**src/sv/mkr_pkg.sv**
```systemverilog
// Shared types and constants for the motor kick/run duty sequencer.
package mkr_pkg;

    localparam int unsigned PERIOD_W = 10;
    localparam int unsigned START_W  = 16;
    localparam int unsigned CFG_W    = 16;
    localparam int unsigned PROD_W   = 18;
    localparam int unsigned RECIP_W  = 36;

    localparam logic [PERIOD_W-1:0] PERIOD_RESET = 10'd50;
    localparam logic [START_W-1:0]  START_RESET  = 16'd250;

    localparam logic CFG_PERIOD = 1'b0;
    localparam logic CFG_START  = 1'b1;

    localparam logic REQ_RUN  = 1'b0;
    localparam logic REQ_TICK = 1'b1;

    localparam logic [7:0]  CHECK_SUM   = 8'hFF;
    localparam logic [7:0]  SEC_MIN     = 8'd1;
    localparam logic [7:0]  SEC_MAX     = 8'd60;
    localparam logic [7:0]  DUTY_MIN    = 8'd1;
    localparam logic [7:0]  DUTY_MAX    = 8'd100;
    localparam logic [17:0] MS_PER_SEC  = 18'd1000;
    // ceil(2^24 / 100): floor(p / 100) for p up to 1023 * 100
    localparam logic [RECIP_W-1:0] RECIP_100 = 36'd167773;
    localparam int unsigned RECIP_SHIFT = 24;

    typedef enum logic [1:0] {
        ST_ACCEPT  = 2'd0,
        ST_INVALID = 2'd1,
        ST_BUSY    = 2'd2,
        ST_TICK    = 2'd3
    } t_status;

    typedef enum logic [1:0] {
        PH_IDLE = 2'd0,
        PH_KICK = 2'd1,
        PH_RUN  = 2'd2
    } t_phase;

    typedef struct packed {
        logic                req_tick;
        logic                ok;
        logic [START_W-1:0]  total_ms;
        logic [PERIOD_W-1:0] on_ms;
    } t_cmd;

    typedef struct packed {
        logic [PERIOD_W-1:0] period_ms;
        logic [START_W-1:0]  start_ms;
    } t_cfg;

endpackage

```
**src/sv/mkr_front.sv**
```systemverilog
// Front end: accepts items, checks requests and computes the run on-time.
module mkr_front (
    input  logic                 i_clk,
    input  logic                 i_rst_n,
    input  logic                 i_valid,
    output logic                 o_stall,
    input  logic                 i_req_type,
    input  logic [7:0]           i_run_seconds,
    input  logic [7:0]           i_duty_percent,
    input  logic [7:0]           i_check_byte,
    input  mkr_pkg::t_cfg        i_cfg,
    output logic                 o_push,
    output mkr_pkg::t_cmd        o_cmd,
    input  logic                 i_q_ready
);
    import mkr_pkg::*;

    logic                r_s1_valid;
    logic                n_s1_valid;
    logic                r_s1_tick;
    logic                r_s1_ok;
    logic [START_W-1:0]  r_s1_total;
    logic [PROD_W-1:0]   r_s1_prod;

    logic                w_take;
    logic [7:0]          w_sum;
    logic                w_ok;
    logic [17:0]         w_total;
    logic [RECIP_W-1:0]  w_recip;

    assign o_stall = r_s1_valid && !i_q_ready;
    assign w_take  = i_valid && !o_stall;
    assign o_push  = r_s1_valid && i_q_ready;

    assign w_sum   = i_run_seconds + i_duty_percent + i_check_byte;
    assign w_ok    = (w_sum == CHECK_SUM)
                  && (i_run_seconds >= SEC_MIN) && (i_run_seconds <= SEC_MAX)
                  && (i_duty_percent >= DUTY_MIN) && (i_duty_percent <= DUTY_MAX);
    assign w_total = {10'd0, i_run_seconds} * MS_PER_SEC;
    assign w_recip = {{(RECIP_W-PROD_W){1'b0}}, r_s1_prod} * RECIP_100;

    always_comb begin
        if (w_take) begin
            n_s1_valid = 1'b1;
        end else if (o_push) begin
            n_s1_valid = 1'b0;
        end else begin
            n_s1_valid = r_s1_valid;
        end
    end

    always_ff @(posedge i_clk) begin
        if (!i_rst_n) begin
            r_s1_valid <= 1'b0;
        end else begin
            r_s1_valid <= n_s1_valid;
        end
    end

    always_ff @(posedge i_clk) begin
        if (w_take) begin
            r_s1_tick  <= (i_req_type == REQ_TICK);
            r_s1_ok    <= w_ok;
            r_s1_total <= w_total[START_W-1:0];
            r_s1_prod  <= {{(PROD_W-PERIOD_W){1'b0}}, i_cfg.period_ms}
                          * {{(PROD_W-8){1'b0}}, i_duty_percent};
        end
    end

    always_comb begin
        o_cmd.req_tick = r_s1_tick;
        o_cmd.ok       = r_s1_ok;
        o_cmd.total_ms = r_s1_total;
        o_cmd.on_ms    = w_recip[RECIP_SHIFT+PERIOD_W-1:RECIP_SHIFT];
    end

    a_stall_only_when_held: assert property (@(posedge i_clk) disable iff (!i_rst_n)
        o_stall |-> r_s1_valid)
        else $error("front stalls with an empty stage");

endmodule

```
**src/sv/mkr_queue.sv**
```systemverilog
// Short command queue between the front end and the sequencer.
module mkr_queue #(
    parameter int unsigned DEPTH = 4
) (
    input  logic          i_clk,
    input  logic          i_rst_n,
    input  logic          i_push,
    input  mkr_pkg::t_cmd i_cmd,
    output logic          o_ready,
    input  logic          i_pop,
    output logic          o_not_empty,
    output mkr_pkg::t_cmd o_cmd
);
    import mkr_pkg::*;

    localparam int unsigned PTR_W = (DEPTH > 1) ? $clog2(DEPTH) : 1;
    localparam int unsigned CNT_W = $clog2(DEPTH + 1);
    localparam logic [PTR_W-1:0] LAST_PTR = PTR_W'(DEPTH - 1);
    localparam logic [CNT_W-1:0] FULL_CNT = CNT_W'(DEPTH);

    t_cmd             r_mem [DEPTH];
    logic [PTR_W-1:0] r_wr_ptr;
    logic [PTR_W-1:0] r_rd_ptr;
    logic [CNT_W-1:0] r_count;
    logic [PTR_W-1:0] n_wr_ptr;
    logic [PTR_W-1:0] n_rd_ptr;
    logic [CNT_W-1:0] n_count;
    logic             w_push;
    logic             w_pop;

    assign o_ready     = (r_count != FULL_CNT);
    assign o_not_empty = (r_count != '0);
    assign w_push      = i_push && o_ready;
    assign w_pop       = i_pop && o_not_empty;
    assign o_cmd       = r_mem[r_rd_ptr];

    always_comb begin
        n_wr_ptr = r_wr_ptr;
        n_rd_ptr = r_rd_ptr;
        n_count  = r_count;
        if (w_push) begin
            n_wr_ptr = (r_wr_ptr == LAST_PTR) ? '0 : r_wr_ptr + 1'b1;
        end
        if (w_pop) begin
            n_rd_ptr = (r_rd_ptr == LAST_PTR) ? '0 : r_rd_ptr + 1'b1;
        end
        if (w_push && !w_pop) begin
            n_count = r_count + 1'b1;
        end else if (w_pop && !w_push) begin
            n_count = r_count - 1'b1;
        end
    end

    always_ff @(posedge i_clk) begin
        if (!i_rst_n) begin
            r_wr_ptr <= '0;
            r_rd_ptr <= '0;
            r_count  <= '0;
        end else begin
            r_wr_ptr <= n_wr_ptr;
            r_rd_ptr <= n_rd_ptr;
            r_count  <= n_count;
        end
    end

    always_ff @(posedge i_clk) begin
        if (w_push) begin
            r_mem[r_wr_ptr] <= i_cmd;
        end
    end

    a_count_bound: assert property (@(posedge i_clk) disable iff (!i_rst_n)
        r_count <= FULL_CNT)
        else $error("queue count beyond depth");

endmodule

```
**src/sv/mkr_back.sv**
```systemverilog
// Back end: kick/run phase sequencer with registered result.
module mkr_back (
    input  logic                              i_clk,
    input  logic                              i_rst_n,
    input  logic                              i_not_empty,
    input  mkr_pkg::t_cmd                     i_cmd,
    output logic                              o_pop,
    input  mkr_pkg::t_cfg                     i_cfg,
    output logic                              o_valid,
    input  logic                              i_stall,
    output logic [1:0]                        o_status,
    output logic [mkr_pkg::PERIOD_W-1:0]      o_duty_on_ms,
    output logic                              o_running
);
    import mkr_pkg::*;

    t_phase              r_phase;
    t_phase              n_phase;
    logic [START_W-1:0]  r_remaining;
    logic [START_W-1:0]  n_remaining;
    logic [START_W-1:0]  r_run_ms;
    logic [START_W-1:0]  n_run_ms;
    logic [PERIOD_W-1:0] r_run_on;
    logic [PERIOD_W-1:0] n_run_on;
    t_status             n_status;
    logic [PERIOD_W-1:0] n_duty;
    logic                n_running;

    logic                r_out_valid;
    t_status             r_status;
    logic [PERIOD_W-1:0] r_duty;
    logic                r_running;

    logic                w_busy;
    logic [START_W-1:0]  w_new_run;
    logic [START_W-1:0]  w_rem_dec;

    assign o_pop     = i_not_empty && (!r_out_valid || !i_stall);
    assign w_busy    = (r_phase == PH_KICK) || (r_phase == PH_RUN);
    assign w_new_run = (i_cmd.total_ms > i_cfg.start_ms)
                     ? i_cmd.total_ms - i_cfg.start_ms : '0;
    assign w_rem_dec = (r_remaining != '0) ? r_remaining - 1'b1 : r_remaining;

    // next state
    always_comb begin
        n_phase     = r_phase;
        n_remaining = r_remaining;
        n_run_ms    = r_run_ms;
        n_run_on    = r_run_on;
        n_status    = ST_TICK;
        if (i_cmd.req_tick) begin
            case (r_phase)
                PH_KICK: begin
                    n_remaining = w_rem_dec;
                    if (w_rem_dec == '0) begin
                        n_phase     = (r_run_ms == '0) ? PH_IDLE : PH_RUN;
                        n_remaining = r_run_ms;
                    end
                end
                PH_RUN: begin
                    n_remaining = w_rem_dec;
                    if (w_rem_dec == '0) begin
                        n_phase = PH_IDLE;
                    end
                end
                default: begin
                    n_phase = PH_IDLE;
                end
            endcase
        end else if (!i_cmd.ok) begin
            n_status = ST_INVALID;
        end else if (w_busy) begin
            n_status = ST_BUSY;
        end else begin
            n_status = ST_ACCEPT;
            n_run_on = i_cmd.on_ms;
            n_run_ms = w_new_run;
            if (i_cfg.start_ms == '0) begin
                n_phase     = (w_new_run == '0) ? PH_IDLE : PH_RUN;
                n_remaining = w_new_run;
            end else begin
                n_phase     = PH_KICK;
                n_remaining = i_cfg.start_ms;
            end
        end
    end

    // result fields
    always_comb begin
        case (n_phase)
            PH_KICK: begin
                n_duty    = i_cfg.period_ms;
                n_running = 1'b1;
            end
            PH_RUN: begin
                n_duty    = n_run_on;
                n_running = 1'b1;
            end
            default: begin
                n_duty    = '0;
                n_running = 1'b0;
            end
        endcase
    end

    always_ff @(posedge i_clk) begin
        if (!i_rst_n) begin
            r_phase     <= PH_IDLE;
            r_remaining <= '0;
            r_run_ms    <= '0;
            r_run_on    <= '0;
            r_out_valid <= 1'b0;
        end else begin
            if (o_pop) begin
                r_phase     <= n_phase;
                r_remaining <= n_remaining;
                r_run_ms    <= n_run_ms;
                r_run_on    <= n_run_on;
                r_out_valid <= 1'b1;
            end else if (!i_stall) begin
                r_out_valid <= 1'b0;
            end
        end
    end

    always_ff @(posedge i_clk) begin
        if (o_pop) begin
            r_status  <= n_status;
            r_duty    <= n_duty;
            r_running <= n_running;
        end
    end

    assign o_valid      = r_out_valid;
    assign o_status     = r_status;
    assign o_duty_on_ms = r_duty;
    assign o_running    = r_running;

    a_busy_keeps_phase: assert property (@(posedge i_clk) disable iff (!i_rst_n)
        (o_pop && n_status == ST_BUSY) |=> $stable(r_phase) && $stable(r_remaining))
        else $error("busy refusal changed sequencer state");

    a_idle_drives_zero: assert property (@(posedge i_clk) disable iff (!i_rst_n)
        (r_out_valid && !r_running) |-> (r_duty == '0))
        else $error("nonzero duty while not running");

    a_running_matches_phase: assert property (@(posedge i_clk) disable iff (!i_rst_n)
        (r_out_valid && $past(o_pop)) |-> (r_running == w_busy))
        else $error("running flag disagrees with phase");

endmodule

```
**src/sv/motor_kick_run_duty_sequencer.sv**
```systemverilog
// Top level of the motor kick/run duty sequencer.
//
//   channel   valid     stall     payload
//   request   i_valid   o_stall   i_req_type, i_run_seconds, i_duty_percent, i_check_byte
//   result    o_valid   i_stall   o_status, o_duty_on_ms, o_running
//   config    i_cfg_we  -         i_cfg_idx, i_cfg_data
//
// One item per cycle sustained while no stall holds the flow. Each result passes
// the check stage register, a divide by 100 on the way into the queue, the queue
// and the sequencer output register. Reset is synchronous and clears the sequencer
// to idle and the registers to period 50 ms and kick 250 ms. A stalled result holds;
// the queue of QUEUE_DEPTH entries and the check stage absorb input until full.
module motor_kick_run_duty_sequencer #(
    parameter int unsigned QUEUE_DEPTH = 4
) (
    input  logic                          i_clk,
    input  logic                          i_rst_n,
    input  logic                          i_valid,
    output logic                          o_stall,
    input  logic                          i_req_type,
    input  logic [7:0]                    i_run_seconds,
    input  logic [7:0]                    i_duty_percent,
    input  logic [7:0]                    i_check_byte,
    output logic                          o_valid,
    input  logic                          i_stall,
    output logic [1:0]                    o_status,
    output logic [mkr_pkg::PERIOD_W-1:0]  o_duty_on_ms,
    output logic                          o_running,
    input  logic                          i_cfg_we,
    input  logic                          i_cfg_idx,
    input  logic [mkr_pkg::CFG_W-1:0]     i_cfg_data
);
    import mkr_pkg::*;

    t_cfg r_cfg;
    t_cmd w_front_cmd;
    t_cmd w_q_cmd;
    logic w_push;
    logic w_q_ready;
    logic w_pop;
    logic w_not_empty;

    always_ff @(posedge i_clk) begin
        if (!i_rst_n) begin
            r_cfg.period_ms <= PERIOD_RESET;
            r_cfg.start_ms  <= START_RESET;
        end else if (i_cfg_we) begin
            case (i_cfg_idx)
                CFG_PERIOD: r_cfg.period_ms <= i_cfg_data[PERIOD_W-1:0];
                CFG_START:  r_cfg.start_ms  <= i_cfg_data[START_W-1:0];
                default:    r_cfg           <= r_cfg;
            endcase
        end
    end

    mkr_front u_front (
        .i_clk          (i_clk),
        .i_rst_n        (i_rst_n),
        .i_valid        (i_valid),
        .o_stall        (o_stall),
        .i_req_type     (i_req_type),
        .i_run_seconds  (i_run_seconds),
        .i_duty_percent (i_duty_percent),
        .i_check_byte   (i_check_byte),
        .i_cfg          (r_cfg),
        .o_push         (w_push),
        .o_cmd          (w_front_cmd),
        .i_q_ready      (w_q_ready)
    );

    mkr_queue #(
        .DEPTH (QUEUE_DEPTH)
    ) u_queue (
        .i_clk       (i_clk),
        .i_rst_n     (i_rst_n),
        .i_push      (w_push),
        .i_cmd       (w_front_cmd),
        .o_ready     (w_q_ready),
        .i_pop       (w_pop),
        .o_not_empty (w_not_empty),
        .o_cmd       (w_q_cmd)
    );

    mkr_back u_back (
        .i_clk        (i_clk),
        .i_rst_n      (i_rst_n),
        .i_not_empty  (w_not_empty),
        .i_cmd        (w_q_cmd),
        .o_pop        (w_pop),
        .i_cfg        (r_cfg),
        .o_valid      (o_valid),
        .i_stall      (i_stall),
        .o_status     (o_status),
        .o_duty_on_ms (o_duty_on_ms),
        .o_running    (o_running)
    );

endmodule
```
**config.mk**
```make
export PLATFORM = sky130hd
export DESIGN_NAME = motor_kick_run_duty_sequencer
export DESIGN_NICKNAME = d
export VERILOG_FILES = /design/src/sv/mkr_pkg.sv /design/src/sv/mkr_front.sv /design/src/sv/mkr_queue.sv /design/src/sv/mkr_back.sv /design/src/sv/motor_kick_run_duty_sequencer.sv
export SDC_FILE = /design/constraint.sdc
export NUM_CORES = 1
export LEC_CHECK = 0
export BUFFER_PORTS_ARGS = -buffer_cell sky130_fd_sc_hd__buf_2
export CORE_AREA = 2 2 217 176
export CTS_BUF_LIST = sky130_fd_sc_hd__clkbuf_2
export CTS_CLUSTER_DIAMETER = 200
export DETAILED_ROUTE_END_ITERATION = 10
export DIE_AREA = 0 0 219 178
export PLACE_DENSITY = 0.68
export REMOVE_ABC_BUFFERS = 1
export SYNTH_ARGS = -nofsm -noshare
export SYNTH_HDL_FRONTEND = slang
export SYNTH_SLANG_ARGS = --single-unit
```
**constraint.sdc**
```tcl
create_clock -name i_clk -period 10.2 [get_ports i_clk]
set_input_delay 1.02 -clock i_clk [delete_from_list [all_inputs] [get_ports i_clk]]
set_output_delay 1.02 -clock i_clk [all_outputs]
set_load 0.05 [all_outputs]
```
Word-level counts from Yosys, hierarchy flattened
Memories as Yosys holds them, arrays and structs flattened. A register that Yosys moved wholly into a read port is not among the register bits.
Cells that the tools add are included.
{"block": "word_totals", "output_inout_bits": 15, "rom_bits": 0, "ram_bits": 100, "latch_bits": 0, "reg_bits": 125, "word_cells": 122, "n_memories": 1}
{"name": "u_queue.r_mem", "depth": 4, "width": 25, "read_ports": 1, "rd_ports_with_merged_regs": 1, "wr": 1, "line": "mkr_queue.sv:21", "rtl": "t_cmd r_mem [DEPTH];"}
{"block": "op_classes", "shift": 0, "reduce_logical": 35, "muxes": 36, "n_addsub": 8, "eq_ne": 11, "order_cmp": 5, "bitwise_logic": 4, "div_mod_pow": 0, "n_mul": 3}
{"op": "$mux W16", "n": 7}
{"op": "$logic_not A16 Y1", "n": 4}
{"op": "$mul A18 B18 Y34 const B", "n": 1}
{"op": "$pmux W16 S2", "n": 1}
{"op": "$mux W10", "n": 3}
{"op": "$mux W2", "n": 14}
{"op": "$pmux W10 S2", "n": 1}
{"op": "$mul A10 B8 Y18", "n": 1}
{"op": "$add A8 B8 Y8", "n": 2}
{"op": "$ge A8 B1 Y1 const B", "n": 2}
{"op": "$gt A16 B16 Y1", "n": 1}
{"op": "$reduce_bool A16 Y1", "n": 1}
{"op": "$sub A16 B1 Y16 const B", "n": 1}
{"op": "$sub A16 B16 Y16", "n": 1}
{"op": "$mul A8 B7 Y13 const B", "n": 1}
{"op": "$logic_and A1 B1 Y1", "n": 12}
{"op": "$eq A2 B2 Y1 const B", "n": 4}
{"op": "$eq A8 B8 Y1 const B", "n": 1}
{"op": "$le A8 B6 Y1 const B", "n": 1}
{"op": "$le A8 B7 Y1 const B", "n": 1}
{"op": "$reduce_and A4 Y1", "n": 2}
{"op": "$mux W1", "n": 7}
{"op": "$logic_not A1 Y1", "n": 6}
{"op": "$mux W3", "n": 2}
{"op": "other kinds (13)", "n": 25}

Logic depth before layout (Yosys ltp)
{"block": "depth", "ltp_word": 11, "ltp_mapped": 21}

Modules after synthesis
A second synthesis with hierarchy kept.
{"block": "hier_totals", "hier_cells": 2037, "area_unflattened_um2": 21521.9}
{"module": "mkr_front", "cells_per_inst": 1174, "instances": 1, "area_per_inst_um2": 11519.8}
{"module": "mkr_queue", "cells_per_inst": 197, "instances": 1, "area_per_inst_um2": 4521.8}
{"module": "mkr_back", "cells_per_inst": 552, "instances": 1, "area_per_inst_um2": 4396.7}
{"module": "motor_kick_run_duty_sequencer", "cells_per_inst": 114, "instances": 1, "area_per_inst_um2": 1083.5}

Worst setup path before layout
OpenSTA, ideal clock, no wires.
{"block": "synth_path", "kind": "flip-flop to flip-flop", "start": "reg u_front.r_s1_prod[15]", "end": "mem u_queue.r_mem[0][9] (netlist bit) (data pin)", "arrival_ns": 5.378, "setup_slack_ns": 4.542, "path_stages_with_launch": 20, "period_less_slack_ns": 5.658, "path_buffers": 0, "setup_ns": 0.280, "cell_sequence": "edfxtp_1 > ha_1 > inv_1 > fa_1 > inv_1 > fa_1 > fa_1 > fa_1 > inv_1 > fa_1 > inv_1 > ha_1 > a211oi_1 > o21ai_0 > nor4_1 > a31o_2 > o31a_1 > o21ai_0 > o41ai_1 > xnor2_1"}
{"item": "start, declared", "line": "mkr_front.sv:23", "rtl": "logic [PROD_W-1:0] r_s1_prod;"}
{"item": "start signal, assigned", "line": "mkr_front.sv:65", "rtl": "r_s1_prod <= {{(PROD_W-PERIOD_W){1'b0}}, i_cfg.period_ms}"}
{"item": "end, declared", "line": "mkr_queue.sv:21"}

==> run metrics <==
CP Data Arrival Time 6710 ps; I/O pin count 62; Synth area leaders edfxtp_1, fa_1, ha_1; fraction of layout cells with a size suffix above 1 0.103; ys flop type edfxtp_1; crit-path cells inv_1, fa_1, inv_1, ha_1, inv_1, fa_1, inv_1, fa_1, fa_1, inv_1, fa_1, inv_1, ha_1, a211oi_1, o21ai_0, nor4_1, a31o_2, o31a_1, o21ai_0, o41ai_1, xnor2_1; cts bufs inserted 55; Vias roughly 14000; Achievable Freq roughly 0.16 GHz; Mapped Area approximately 20000 µm²; vias per std cell 5.51; most common cell after layout, fill and taps aside inv_1; Longest Clk Path Bufs 3; Critical Path Slowest Stage Cell edfxtp_1; DRC 0; GRT Util Overall 0.240; Synth Instances 1913; Placed Area 20800 µm²; routed wire length 45.1 mm; Worst path top cell family by delay adder cells; first-pass GRT wire length 73.0 mm; worst skew pair latency roughly 900 ps; clock transition at the registers of the reported paths 120 ps; Max Cap Viol 0; Critical R2R Launch u_front.r_s1_prod[11]; top cell type's share of synthesized area 0.218; Detailed Place HPWL around 36 mm; kind of end point of the critical path flip-flop; startpoint types flip-flop; mean routed wirelength per cell 18.0 µm; Yosys reg bits 227; CTS Hold Bufs 0; DRT iter0 DRCs just over 900; Die Wd 219 µm; period utilization 0.600; setup violators final 0; CP Data Required Time between 10000 and 15000 ps; pin count of the biggest net entering global routing 56; Post-DRT Antenna Nets 0; die area 39000 µm²; post-CTS sizing 0; Post-synth EDFFs 146; post-synth cell types 71; vias in the first global route between 10000 and 15000; post-CTS setup buffer count 0; flop2flop setup slack 4080 ps; Final TNS setup 0 ps; Rows 63; Hold WC Path Type in -> reg; DR pass1 iterations 5; Final nets 2488; I/O Buffers 61; Slew Viols, Final 0; most frequent CP cell inv_1; Mapped Avg Cell Area 10.5 µm²; htree depth 2; die height about 180 µm; Final Skew about 54 ps; Root Driver clkbuf_2; r2r worst-path depth 21; Placer Congestion 0.940; asr flop ratio synth 0; synth warn 0; Tmin final 6120 ps; Fillers 3232; post-synthesis sequential area ratio 0.299; Synth area leader edfxtp_1; buffer and inverter count on the worst path 6; CTS tree built; Hold Fails Final Rpt 0; Worst Setup SP u_front.r_s1_prod[11]; Worst-Margin Slew 1230 ps; commonest non-fill, non-tap cells in the layout inv_1, ha_1, fa_1; status finished, final reports clean; RSZ-0062 raised after global routing false; Max-slew headroom 0.158; initial antenna violation count 2; area added between synthesis and finish 6.26%; crit path to u_queue.r_mem[2][9]; core area 36700 µm²; WS Path Type reg -> reg; Initial Utilization 0.547; total gr overflow 0; Crit path depth 21; peak fanout along the critical path 7; Design Area, Final 21300 µm²; Critical R2R Capture u_queue.r_mem[2][9]; clock sinks about 230; Largest stage delay, worst path 540 ps
metal layers:
layer / vias to the layer above / global-route usage / share of wire
li1: 6592 / - / -
met4: 0 / 0.0529 / 0.014
met3: 44 / 0.0532 / 0.072
met1: 6726 / 0.369 / 0.49
met2: 460 / 0.347 / 0.42
met5: - / 0 / 0
how the worst min path moves through the flow:
stage	start	end	slack, ps	cells past startpoint
2_1_floorplan	u_back.r_run_on[0]	u_back.r_run_on[0]	430	2
3_3_place_gp	u_back.r_run_on[7]	u_back.r_run_on[7]	440	2
3_5_place_dp	u_back.r_run_on[4]	u_back.r_run_on[4]	450	2
4_1_cts	i_req_type	u_front.r_s1_tick	220	1
5_1_grt	i_req_type	u_front.r_s1_tick	240	1
6_report	i_req_type	u_front.r_s1_tick	350	1
area by class of cell:
class                           count  area (µm²)  share of cell area
Clock inverter                     20         109             0.00510
Tap cell                          487         609              0.0286
Clock buffer                       77         385              0.0181
Antenna cell                        2        5.00            0.000235
Timing Repair Buffer               72         388              0.0182
Sequential cell                   227        6010               0.282
Multi-Input combinational cell   1250       12400               0.582
Inverter                          375        1410              0.0660
synthesized netlist by cell type (all sizes together), types with 26 or more instances:
cell type	count
dfxtp	81
o21ai	40
fa	209
a21oi	85
and2	57
edfxtp	146
xnor2	40
inv	375
clkbuf	49
nor2	65
nand3	26
ha	251
nand2	167
a211oi	26
registers in the layout (all words and copies together), names as in the netlist, 3 cells and up, named ones only:
name,cells
u_back.r_run_ms,16
u_back.o_duty_on_ms,10
r_cfg,26
u_back.r_run_on,10
u_queue.r_mem,100
u_queue.r_count,3
u_front.r_s1_prod,18
u_back.r_remaining,16
u_front.r_s1_total,13
per-stage QoR:
| stage | hold slack, ps | worst slack [ps] | utilization | instances |
|---|---|---|---|---|
| after global routing | 243 | 3670 | 0.581 | 2510 |
| after CTS | 222 | 4040 | 0.581 | 2508 |
| after global placement | 438 | 4170 | 0.567 | 2411 |
| final | 350 | 4080 | 0.581 | 2510 |
| after detailed placement | 447 | 4070 | 0.567 | 2411 |
| after floorplan | 433 | 4540 | - | 1852 |
logic make-up (layout without fill, tap and decap cells):
family / after synthesis / in the layout / share of synthesized area
XOR/XNOR: 64 / 64 / 0.0279
buffers and inverters: 436 / 544 / 0.0825
AO/OA/AOI/OAI: 271 / 271 / 0.0885
other: 0 / 2 / 0
adder cells (fa/ha/maj): 460 / 460 / 0.365
multiplexers: 44 / 44 / 0.0376
AND/OR/NAND/NOR: 411 / 411 / 0.0997
flip-flops: 227 / 227 / 0.299
Power is left out: the tool's default activity adds up to more than one toggle a clock period on the data nets, which glitch-free logic cannot reach.
